File: src/rtl/core/tgarle_pkg.sv
// Shared types and constants for the TGA RLE pixel decoder.
// Used by every module in rtl/core; no dependencies of its own.

package tgarle_pkg;

    localparam int QueueDepth = 4;

    localparam logic [4:0] HeaderBytes = 5'd18;
    localparam logic [4:0] PosIdLen    = 5'd0;
    localparam logic [4:0] PosMapType  = 5'd1;
    localparam logic [4:0] PosType     = 5'd2;
    localparam logic [4:0] PosWidthLo  = 5'd12;
    localparam logic [4:0] PosWidthHi  = 5'd13;
    localparam logic [4:0] PosHeightLo = 5'd14;
    localparam logic [4:0] PosHeightHi = 5'd15;
    localparam logic [4:0] PosDepth    = 5'd16;
    localparam logic [4:0] PosLast     = 5'd17;

    localparam logic [7:0] TypeRaw = 8'd2;
    localparam logic [7:0] TypeRle = 8'd10;
    localparam logic [7:0] Depth24 = 8'd24;
    localparam logic [7:0] Depth32 = 8'd32;

    localparam logic [1:0] StatusOk       = 2'd0;
    localparam logic [1:0] StatusBadType  = 2'd1;
    localparam logic [1:0] StatusBadDepth = 2'd2;

    typedef struct packed {
        logic [31:0] pixel;
        logic        four_byte;
        logic [7:0]  repeat_count;
        logic        last_pixel;
        logic [1:0]  status;
    } result_rec_t;

endpackage

File: src/rtl/core/tgarle_parser.sv
// Front end: accepts file bytes, parses the TGA header and the packets, and
// produces one result record per finished pixel or header error. Uses tgarle_pkg.

module tgarle_parser (
    input  logic                    clk,
    input  logic                    rst_n,
    input  logic                    in_valid,
    output logic                    in_ready,
    input  logic [7:0]              in_byte,
    input  logic                    in_sof,
    input  logic                    queue_full,
    output logic                    push,
    output tgarle_pkg::result_rec_t push_rec
);
    import tgarle_pkg::*;

    logic [4:0]  hp_reg, hp_next;
    logic        rle_reg, rle_next;
    logic        four_reg, four_next;
    logic [15:0] w_reg, w_next;
    logic [15:0] h_reg, h_next;
    logic [31:0] pl_reg, pl_next;
    logic        run_reg, run_next;
    logic [7:0]  ppl_reg, ppl_next;
    logic [1:0]  bip_reg, bip_next;
    logic [31:0] asm_reg, asm_next;
    logic        stop_reg, stop_next;

    logic        accept;
    logic [4:0]  hp_eff;
    logic        stop_eff;
    logic [8:0]  pkt_count;
    logic [7:0]  rep_raw;
    logic [7:0]  rep;
    logic [31:0] pl_after;
    logic        pixel_done;

    assign in_ready = !queue_full;
    assign accept   = in_valid && !queue_full;
    assign hp_eff   = in_sof ? '0 : hp_reg;
    assign stop_eff = in_sof ? 1'b0 : stop_reg;

    assign pkt_count  = {2'b00, in_byte[6:0]} + 9'd1;
    assign pixel_done = (bip_reg == (four_reg ? 2'd3 : 2'd2));
    assign rep_raw    = (rle_reg && run_reg) ? ppl_reg : 8'd1;
    assign rep        = (pl_reg < {24'd0, rep_raw}) ? pl_reg[7:0] : rep_raw;
    assign pl_after   = pl_reg - {24'd0, rep};

    always_comb
    begin
        hp_next   = hp_reg;
        rle_next  = rle_reg;
        four_next = four_reg;
        w_next    = w_reg;
        h_next    = h_reg;
        pl_next   = pl_reg;
        run_next  = run_reg;
        ppl_next  = ppl_reg;
        bip_next  = bip_reg;
        asm_next  = asm_reg;
        stop_next = stop_reg;
        push      = 1'b0;
        push_rec  = '0;
        if (accept)
        begin
            if (in_sof)
            begin
                hp_next   = '0;
                stop_next = 1'b0;
                run_next  = 1'b0;
                ppl_next  = '0;
                bip_next  = '0;
                asm_next  = '0;
                pl_next   = '0;
                w_next    = '0;
                h_next    = '0;
            end
            if (!stop_eff)
            begin
                if (hp_eff < HeaderBytes)
                begin
                    hp_next = hp_eff + 5'd1;
                    unique case (hp_eff) inside
                        PosIdLen, PosMapType:
                        begin
                            if (in_byte != 8'd0)
                            begin
                                stop_next       = 1'b1;
                                push            = 1'b1;
                                push_rec.status = StatusBadType;
                            end
                        end
                        PosType:
                        begin
                            if (in_byte == TypeRaw)
                                rle_next = 1'b0;
                            else if (in_byte == TypeRle)
                                rle_next = 1'b1;
                            else
                            begin
                                stop_next       = 1'b1;
                                push            = 1'b1;
                                push_rec.status = StatusBadType;
                            end
                        end
                        PosWidthLo:  w_next = {w_reg[15:8], in_byte};
                        PosWidthHi:  w_next = {in_byte, w_reg[7:0]};
                        PosHeightLo: h_next = {h_reg[15:8], in_byte};
                        PosHeightHi: h_next = {in_byte, h_reg[7:0]};
                        PosDepth:
                        begin
                            if (in_byte == Depth24)
                                four_next = 1'b0;
                            else if (in_byte == Depth32)
                                four_next = 1'b1;
                            else
                            begin
                                stop_next       = 1'b1;
                                push            = 1'b1;
                                push_rec.status = StatusBadDepth;
                            end
                        end
                        PosLast:
                        begin
                            pl_next = {16'd0, w_reg} * {16'd0, h_reg};
                            if (w_reg == 16'd0 || h_reg == 16'd0)
                                stop_next = 1'b1;
                        end
                        default: ;
                    endcase
                end
                else if (rle_reg && ppl_reg == 8'd0)
                begin
                    run_next = in_byte[7];
                    ppl_next = (pl_reg < {23'd0, pkt_count}) ? pl_reg[7:0] : pkt_count[7:0];
                    bip_next = '0;
                end
                else
                begin
                    asm_next[{bip_reg, 3'b000} +: 8] = in_byte;
                    if (!pixel_done)
                        bip_next = bip_reg + 2'd1;
                    else
                    begin
                        bip_next = '0;
                        if (rle_reg && run_reg)
                            ppl_next = '0;
                        else if (rle_reg)
                            ppl_next = ppl_reg - 8'd1;
                        pl_next = pl_after;
                        if (pl_after == 32'd0)
                            stop_next = 1'b1;
                        push                  = 1'b1;
                        push_rec.pixel        = asm_next;
                        push_rec.four_byte    = four_reg;
                        push_rec.repeat_count = rep;
                        push_rec.last_pixel   = (pl_after == 32'd0);
                        push_rec.status       = StatusOk;
                    end
                end
            end
        end
    end

    always_ff @(posedge clk or negedge rst_n)
    begin
        if (!rst_n)
        begin
            hp_reg   <= '0;
            rle_reg  <= 1'b0;
            four_reg <= 1'b0;
            w_reg    <= '0;
            h_reg    <= '0;
            pl_reg   <= '0;
            run_reg  <= 1'b0;
            ppl_reg  <= '0;
            bip_reg  <= '0;
            asm_reg  <= '0;
            stop_reg <= 1'b1;
        end
        else
        begin
            hp_reg   <= hp_next;
            rle_reg  <= rle_next;
            four_reg <= four_next;
            w_reg    <= w_next;
            h_reg    <= h_next;
            pl_reg   <= pl_next;
            run_reg  <= run_next;
            ppl_reg  <= ppl_next;
            bip_reg  <= bip_next;
            asm_reg  <= asm_next;
            stop_reg <= stop_next;
        end
    end

endmodule

File: src/rtl/core/tgarle_queue.sv
// Short result queue between the parser and the output stage.
// Uses tgarle_pkg for the record type.

module tgarle_queue #(
    parameter int DEPTH = tgarle_pkg::QueueDepth
) (
    input  logic                    clk,
    input  logic                    rst_n,
    input  logic                    push,
    input  tgarle_pkg::result_rec_t push_rec,
    input  logic                    pop,
    output logic                    head_valid,
    output tgarle_pkg::result_rec_t head_rec,
    output logic                    full
);
    import tgarle_pkg::*;

    localparam int PtrW = (DEPTH > 1) ? $clog2(DEPTH) : 1;
    localparam int CntW = $clog2(DEPTH + 1);

    result_rec_t     mem [DEPTH];
    logic [PtrW-1:0] wr_ptr_reg, wr_ptr_next;
    logic [PtrW-1:0] rd_ptr_reg, rd_ptr_next;
    logic [CntW-1:0] count_reg, count_next;
    logic            do_pop;

    assign head_valid = (count_reg != '0);
    assign full       = (count_reg == CntW'(DEPTH));
    assign head_rec   = mem[rd_ptr_reg];
    assign do_pop     = pop && head_valid;

    always_comb
    begin
        wr_ptr_next = wr_ptr_reg;
        rd_ptr_next = rd_ptr_reg;
        count_next  = count_reg;
        if (push)
            wr_ptr_next = (wr_ptr_reg == PtrW'(DEPTH - 1)) ? '0 : wr_ptr_reg + PtrW'(1);
        if (do_pop)
            rd_ptr_next = (rd_ptr_reg == PtrW'(DEPTH - 1)) ? '0 : rd_ptr_reg + PtrW'(1);
        if (push && !do_pop)
            count_next = count_reg + CntW'(1);
        else if (!push && do_pop)
            count_next = count_reg - CntW'(1);
    end

    always_ff @(posedge clk)
    begin
        if (push)
            mem[wr_ptr_reg] <= push_rec;
    end

    always_ff @(posedge clk or negedge rst_n)
    begin
        if (!rst_n)
        begin
            wr_ptr_reg <= '0;
            rd_ptr_reg <= '0;
            count_reg  <= '0;
        end
        else
        begin
            wr_ptr_reg <= wr_ptr_next;
            rd_ptr_reg <= rd_ptr_next;
            count_reg  <= count_next;
        end
    end

endmodule

File: src/rtl/core/tgarle_out.sv
// Back end: turns a queued BGR(A) record into an RGBA output word and holds it
// in the output register until the receiver takes it. Uses tgarle_pkg.

module tgarle_out (
    input  logic                    clk,
    input  logic                    rst_n,
    input  logic                    head_valid,
    input  tgarle_pkg::result_rec_t head_rec,
    output logic                    pop,
    output logic                    out_valid,
    input  logic                    out_ready,
    output logic [39:0]             out_data,
    output logic                    out_last,
    output logic [1:0]              out_user
);
    import tgarle_pkg::*;

    logic        valid_reg;
    logic [39:0] data_reg, data_next;
    logic        last_reg;
    logic [1:0]  user_reg;
    logic [7:0]  alpha;

    assign pop       = head_valid && (!valid_reg || out_ready);
    assign out_valid = valid_reg;
    assign out_data  = data_reg;
    assign out_last  = last_reg;
    assign out_user  = user_reg;

    always_comb
    begin
        alpha = head_rec.four_byte ? head_rec.pixel[31:24] : 8'hFF;
        if (head_rec.status != StatusOk)
            data_next = '0;
        else
            data_next = {head_rec.repeat_count, alpha, head_rec.pixel[7:0],
                         head_rec.pixel[15:8], head_rec.pixel[23:16]};
    end

    always_ff @(posedge clk or negedge rst_n)
    begin
        if (!rst_n)
            valid_reg <= 1'b0;
        else if (pop)
            valid_reg <= 1'b1;
        else if (out_ready)
            valid_reg <= 1'b0;
    end

    always_ff @(posedge clk)
    begin
        if (pop)
        begin
            data_reg <= data_next;
            last_reg <= head_rec.last_pixel;
            user_reg <= head_rec.status;
        end
    end

endmodule

File: src/rtl/core/tga_rle_pixel_decoder.sv
// Top level of the TGA truecolor (24/32 bpp, raw or RLE) pixel decoder.
// Instantiates tgarle_parser, tgarle_queue and tgarle_out; uses tgarle_pkg.
//
// Usage: the input stream carries one file byte per word in s_axis_tdata, with
// s_axis_tuser high on the first header byte, which restarts the parser at any
// time. The output stream carries one word per decoded pixel or run, or one
// word with a nonzero status in m_axis_tuser when the header is unsupported;
// m_axis_tlast marks the word that completes the image. Header bytes, packet
// header bytes and the first bytes of a pixel give no output word.
// Throughput is one input byte per cycle while the queue has room. The parser
// handles each byte in the cycle it is accepted and places any result in a
// four-entry queue; the output register loads it from there when empty or
// being read and then drives m_axis_tvalid. When the receiver stalls the
// queue fills, and s_axis_tready drops only once all four entries are
// occupied. After reset the parser waits for a start byte and ignores all
// other bytes; it stops again after an error, empty image or last pixel.

module tga_rle_pixel_decoder #(
    parameter int QUEUE_DEPTH = tgarle_pkg::QueueDepth
) (
    input  logic        clk,
    input  logic        rst_n,
    input  logic        s_axis_tvalid,
    output logic        s_axis_tready,
    input  logic [7:0]  s_axis_tdata,   // data_byte[7:0]
    input  logic        s_axis_tuser,   // start_of_file
    output logic        m_axis_tvalid,
    input  logic        m_axis_tready,
    output logic [39:0] m_axis_tdata,   // red, green, blue, alpha, repeat_count
    output logic        m_axis_tlast,
    output logic [1:0]  m_axis_tuser    // status
);
    import tgarle_pkg::*;

    logic        push;
    result_rec_t push_rec;
    logic        pop;
    logic        head_valid;
    result_rec_t head_rec;
    logic        queue_full;

    tgarle_parser u_parser (
        .clk        (clk),
        .rst_n      (rst_n),
        .in_valid   (s_axis_tvalid),
        .in_ready   (s_axis_tready),
        .in_byte    (s_axis_tdata),
        .in_sof     (s_axis_tuser),
        .queue_full (queue_full),
        .push       (push),
        .push_rec   (push_rec)
    );

    tgarle_queue #(
        .DEPTH (QUEUE_DEPTH)
    ) u_queue (
        .clk        (clk),
        .rst_n      (rst_n),
        .push       (push),
        .push_rec   (push_rec),
        .pop        (pop),
        .head_valid (head_valid),
        .head_rec   (head_rec),
        .full       (queue_full)
    );

    tgarle_out u_out (
        .clk        (clk),
        .rst_n      (rst_n),
        .head_valid (head_valid),
        .head_rec   (head_rec),
        .pop        (pop),
        .out_valid  (m_axis_tvalid),
        .out_ready  (m_axis_tready),
        .out_data   (m_axis_tdata),
        .out_last   (m_axis_tlast),
        .out_user   (m_axis_tuser)
    );

endmodule

File: config.mk
export PLATFORM = sky130hd
export DESIGN_NAME = tga_rle_pixel_decoder
export DESIGN_NICKNAME = d
export VERILOG_FILES = /design/src/rtl/core/tgarle_pkg.sv /design/src/rtl/core/tgarle_parser.sv /design/src/rtl/core/tgarle_queue.sv /design/src/rtl/core/tgarle_out.sv /design/src/rtl/core/tga_rle_pixel_decoder.sv
export SDC_FILE = /design/constraint.sdc
export NUM_CORES = 1
export LEC_CHECK = 0
export BUFFER_PORTS_ARGS = -buffer_cell sky130_fd_sc_hd__buf_2
export CORE_ASPECT_RATIO = 0.7
export CORE_MARGIN = 8
export CORE_UTILIZATION = 60
export DETAILED_ROUTE_END_ITERATION = 8
export HOLD_SLACK_MARGIN = 0.06
export PLACE_DENSITY = 0.78
export RECOVER_POWER = 50
export SLEW_MARGIN = 10
export SYNTH_ARGS = -nofsm -noshare
export SYNTH_HDL_FRONTEND = slang
export SYNTH_SLANG_ARGS = --single-unit
File: constraint.sdc
create_clock -name clk -period 7.5 [get_ports clk]
set_input_delay 0.75 -clock clk [delete_from_list [all_inputs] [get_ports clk]]
set_output_delay 0.75 -clock clk [all_outputs]
set_load 0.005 [all_outputs]
-- Word level (Yosys, flattened, before mapping)
Memory sizes are Yosys's and may differ from the RTL's.
Cells that the tools add are included.
- add/subtract/negate cells: 10
- multipliers: 1
- divide/modulo/power cells: 0
- order comparisons: 3
- equal/unequal tests: 20
- shifts and indexed selects: 2
- multiplexer cells: 87
- bitwise logic cells: 1
- reductions and logical operators: 32
- operators with widths (operator ; number):
    $mux W32 ; 11
    $mux W44 ; 4
    $mux W16 ; 6
    $mux W8 ; 11
    $pmux W16 S2 ; 2
    $mux W42 ; 1
    $bwmux W32 ; 1
    $logic_not A16 Y1 ; 2
    $logic_not A32 Y1 ; 1
    $lt A32 B8 Y1 ; 1
    $lt A32 B9 Y1 ; 1
    $mul A16 B16 Y32 ; 1
    $mux W1 ; 32
    $shift A8 B7 Y32 const A ; 1
    $shiftx A8 B7 Y32 ; 1
    $sub A32 B8 Y32 ; 1
    $mux W2 ; 11
    $eq A5 B4 Y1 const B ; 4
    $mux W5 ; 3
    $ne A3 B2 Y1 const B ; 4
    $eq A5 B5 Y1 const B ; 2
    $reduce_and A5 Y1 ; 2
    $reduce_bool A2 Y1 ; 5
    $add A7 B1 Y8 const B ; 1
    other kinds (30) ; 47
- register bits after elaboration: 166
- bits in latches: 0
- memory bits (writable): 176
- ROM bits: 0
- input port bits: 13
- output and inout bits: 45
- logic and storage cells: 177
- memories kept: 1
- memory list (name ; words ; width ; read ports ; clocked after Yosys merged registers in ; wr ports ; line ; source):
    u_queue.mem ; 4 ; 44 ; 1 ; 0 ; 1 ; tgarle_queue.sv:21 ; result_rec_t mem [DEPTH];

-- Depth between registers and ports, before layout
- word-level depth: 11
- mapped depth: 23

-- Hierarchy
Synthesis repeated with hierarchy kept, for this count alone.
- cells, all modules: 2300
- area, all modules: 25194.2 µm²
- by module, submodules not included (module ; instances ; cells each ; area each (µm²) ; sequential area each (µm²)):
    tgarle_parser ; 1 ; 1931 ; 16644.7 ; 2879.0
    tgarle_queue ; 1 ; 267 ; 6835.3 ; 5460.2
    tgarle_out ; 1 ; 102 ; 1714.1 ; 1316.3

-- Worst setup path before layout
No wires, ideal clock.
- kind: register to register
- from: register u_parser.h_reg[1]
- to: register u_parser.pl_reg[30]
- library setup time: 122 ps
- data arrival time: 6176 ps
- data required time: 7378 ps
- path slack: 1203 ps
- cell stages (with the launch flop): 24
- cell sequence: dfrtp_1 > clkbuf_1 > clkbuf_1 > nand2_1 > fa_1 > inv_1 > fa_1 > inv_1 > fa_1 > fa_1 > inv_1 > fa_1 > inv_1 > fa_1 > inv_1 > ha_1 > nand2_1 > nor4_1 > a211oi_1 > o31a_1 > o2111ai_1 > o211ai_1 > or3_1 > a32o_1
- longest elaborated chain between the ends: 4
- RTL lines (what ; line ; source):
    start: declaration ; tgarle_parser.sv:21 ; logic [15:0] h_reg, h_next;
    start signal: assignment ; tgarle_parser.sv:187 ; h_reg <= h_next;
    $mul A16 B16 Y32 ; tgarle_parser.sv:125 ; pl_next = {16'd0, w_reg} * {16'd0, h_reg};
    $mux W32 ; tgarle_parser.sv:83 ; unique case (hp_eff) inside
    $mux W32 ; tgarle_parser.sv:80 ; if (hp_eff < HeaderBytes)
    $mux W32 ; tgarle_parser.sv:78 ; if (!stop_eff)
    end signal: assignment ; tgarle_parser.sv:188 ; pl_reg <= pl_next;
    end: declaration ; tgarle_parser.sv:22 ; logic [31:0] pl_reg, pl_next;
Every way passes these cells.
A chain may end at the register's enable or synchronous reset.

-- Worst setup path in the final report
- from: register u_parser.w_reg[5]
- to: register u_parser.pl_reg[30]
- longest elaborated chain between the ends: 4
- RTL lines (what ; line ; source):
    start: declaration ; tgarle_parser.sv:20 ; logic [15:0] w_reg, w_next;
    start signal: assignment ; tgarle_parser.sv:186 ; w_reg <= w_next;
    $mul A16 B16 Y32 ; tgarle_parser.sv:125 ;
    $mux W32 ; tgarle_parser.sv:83 ;
    $mux W32 ; tgarle_parser.sv:80 ;
    $mux W32 ; tgarle_parser.sv:78 ;
Every way passes these cells.

==> flow_summary.toml <==
[clock_tree]
cts_root_buffer = "clkbuf_16"
clkTransAtPathRegs_ps = 70
htree_levels = 1
post-cts-setup-buffer-count = 0
cts_resized = 0
postCtsHoldBufs = 0
clockBufferDepth = 3
worstSkewPairLatency_ps = 590
cts_buffers = 30
cts_sinks = 342
cts_tree = "done"

[synthesis]
yosysTopAreaCell = "edfxtp_1"
ys_ff_latch = 342
synthArstFlopShare_pct = 36.0
synth_top_family_by_area = "adder cells"
ys_types = 74
syn_area_mm2 = 0.0247
netlist_instances = 2288
synth-seq-area-share_pct = 39.1
synth_compound_area_share_pct = 11.1
yosys.area_share.adder_pct = 23.3
synthSimpleGateAreaFrac_pct = 13.7
synth_commonest_cells = "280 x nand2_1, 267 x inv_1, 219 x edfxtp_1, 196 x fa_1, 146 x ha_1"
post-synth-top-count-cell = "nand2_1"
synthMuxAreaShare_pct = 5.19
synthTopCellsByArea = "edfxtp_1 27%, fa_1 16%, dfrtp_1 12%"
synth-edff-count = 219
synth_fp_nets = 2643
synth.top_cell.area_share_pct = 26.6
ys_warn_count = 0
ys.flop_type = "edfxtp_1"
synth_area_per_cell_um2 = 10.8
synth_xor_area_share_pct = 1.67

[timing]
finalCriticalPeriod_ps = 6820
holdWs_ps = 373
slew_headroom_pct = -122
finalHoldViolCount = 0
fin_skew_ps = 20.5
setup_tns_ps = 0
rsz0062_at_grt = "no"
setup_viol = 0
fmax_mhz = 147
fin_crit_sh_pct = 90.9
final_max_slew_viol_count = 255
worst_pin_slew_ps = 3330

[drt]
wl_per_cell_um = 23.4
vias = 18116
avgViaCountPerCell = 6.34
wl_um = 66900
dr.pass1.iters = 6
postRouteAntennaNets = 0
dr.first_iter.drc_count = 2220
drcViolationCount = 0

[worst_setup_path]
crit_top_cell = "fa_1"
critPathRequiredTime_ps = 7960
crit_fanout = 18
r2r_start = "u_parser.w_reg[5]"
cp_data_arrival_time_ps = 7280
reg2reg_slack_ps = 680
critPathKind = "register to register"
reg2regPathDepth = 21
path_cells = "nand2_1, fa_1, inv_1, fa_1, inv_1, fa_1, fa_1, inv_1, fa_1, inv_1, fa_1, inv_1, ha_1, nand2_1, nor4_1, a211oi_1, o31a_1, o2111ai_1, o211ai_1, or3_1, a32o_1"
cp_top_family = "adder cells"
critical_path.max_stage_delay_ps = 870
crit_path_end_kind = "register"
path_buf_inv = 5
critPathLaunchType = "register"
rr_endpoint = "u_parser.pl_reg[30]"
critPathSlowestCell = "dfrtp_1"

[final_layout]
largest_reg_flops = 176
syn2layout_area_growth_pct = 6.98
finalInstanceArea_mm2 = 0.0264
largest_register = "u_queue.mem"
drive_gt1_share_pct = 7.91
nNetsFinal = 2644
diodes = 0

[die]
core_area_mm2 = 0.0408
die_y_um = 186
die_x_um = 258
ios = 58
start_util_pct = 60.5
dieArea_mm2 = 0.0480
rows = 62

[power_and_ir_drop]
p_seq_share_pct = 42.6
switching_share_pct = 34.1
power_density_mw_per_mm2 = 226
clkPwrFrac_pct = 26.3
internal_power_mw = 3.94
p_comb_share_pct = 31.1
p_leak_nw = 11.0
p_sw_mw = 2.04
ir_worst_vdd_v = 0.000267

[global_route]
grt_first_pass_wirelength_um = 105000
grt_overflow_total = 0
grt_usage_pct = 28.1
grt_max_degree = 71
grt_pass1_vias = 18307
antenna_found_initial = 0

[placed_design]
gp_congestion = 0.996
place_area_mm2 = 0.0255
dp_hpwl_um = 48700
io_buffers = 57

[status]
outcome = "finished, violations left"
failed_checks = "max-capacitance violations, max-slew violations"

[worst_hold_path]
whs_path_depth = 2
worst_hold_path.endpoint = "u_out.out_valid"
min_from = "m_axis_tready"
hold_path.class = "input pin to register"

[flow_run]
max_cap_violations = 5
-- layout by cell type (no fill, tap or decap), types with 7 or more instances in the layout --
| master | instances |
|---|---|
| clkbuf_1 | 49 |
| a211oi_1 | 10 |
| mux4_2 | 43 |
| o21ai_0 | 74 |
| o221ai_1 | 7 |
| nor2b_1 | 41 |
| mux2_2 | 20 |
| nand3_1 | 26 |
| nor4_1 | 22 |
| a21oi_1 | 63 |
| a31oi_1 | 7 |
| a22oi_1 | 45 |
| xor2_1 | 25 |
| nor3_1 | 33 |
| buf_4 | 33 |
| clkbuf_16 | 30 |
| buf_2 | 16 |
| nor2_1 | 136 |
| dfrtp_1 | 121 |
| fa_1 | 196 |
| nand4_1 | 11 |
| ha_1 | 146 |
| o21a_1 | 12 |
| a21o_1 | 22 |
| a22o_1 | 69 |
| edfxtp_1 | 219 |
| o211ai_1 | 16 |
| nand2_1 | 280 |
| inv_1 | 267 |
| xnor2_1 | 22 |
| or3_1 | 11 |
| and2_1 | 95 |
| o22ai_1 | 8 |
-- cell families (layout without fill, tap and decap cells) --
logic type      count (synthesis)  after routing
simple gates                  704            704
flops                         342            342
compound gates                390            390
mux                            71             71
fa+ha+maj                     342            342
xor+xnor                       47             47
buf+inv                       392            417
-- worst max path at each step --
stage	slack, ps	depth (start not counted)	start	end
finish	680	21	u_parser.w_reg[5]	u_parser.pl_reg[30]
global placement	930	21	u_parser.w_reg[5]	u_parser.pl_reg[30]
global route	400	21	u_parser.w_reg[5]	u_parser.pl_reg[30]
CTS	760	21	u_parser.w_reg[7]	u_parser.pl_reg[30]
floorplan	1200	23	u_parser.h_reg[1]	u_parser.pl_reg[30]
detailed placement	800	21	u_parser.w_reg[7]	u_parser.pl_reg[30]
-- worst register-to-register path, delay by kind of cell (launching register included) --
kind	cells	cell delay (ps)
buffers and inverters	5	270
adder cells (fa/ha/maj)	7	3340
flip-flops	1	870
AO/OA/AOI/OAI	5	1200
AND/OR/NAND/NOR	4	1010
-- layout make-up --
class                   instances  area (um^2)
flip-flops and latches        342         9660
repair buffers                 94          498
clock buffers                  38          811
fillers                      3132        14400
well taps                     544          681
inverters                     267         1000
multi-input cells            1554        13600
clock inverters                18          181
-- metal layers --
layer,global-route usage (%),vias to the layer above,wire (um)
li1,-,7904,-
met1,41.5,9046,29100
met2,39.9,1049,27900
met3,9.54,115,8510
met4,6.11,2,1210
met5,1.44,-,92
-- metrics by stage --
stage / cells / total power [mW] / utilization (%) / worst slack (ps)
after global routing: 2857 / 6.25 / 64.7 / 396
final: 2857 / 5.97 / 64.7 / 683
after detailed placement: 2801 / 4.40 / 62.4 / 800
after floorplan: 2288 / 3.78 / - / 1200
after global placement: 2801 / 4.34 / 62.4 / 933
after CTS: 2857 / 5.97 / 64.9 / 763
-- power groups by stage --
stage	registers [mW]	logic, mW	clock network (mW)
finish	2.55	1.86	1.57
global route	2.58	2.00	1.66
CTS	2.54	1.85	1.59
detailed placement	2.57	1.83	0
global placement	2.55	1.79	0
floorplan	2.52	1.26	0
Power figures use the tool's default switching activity.
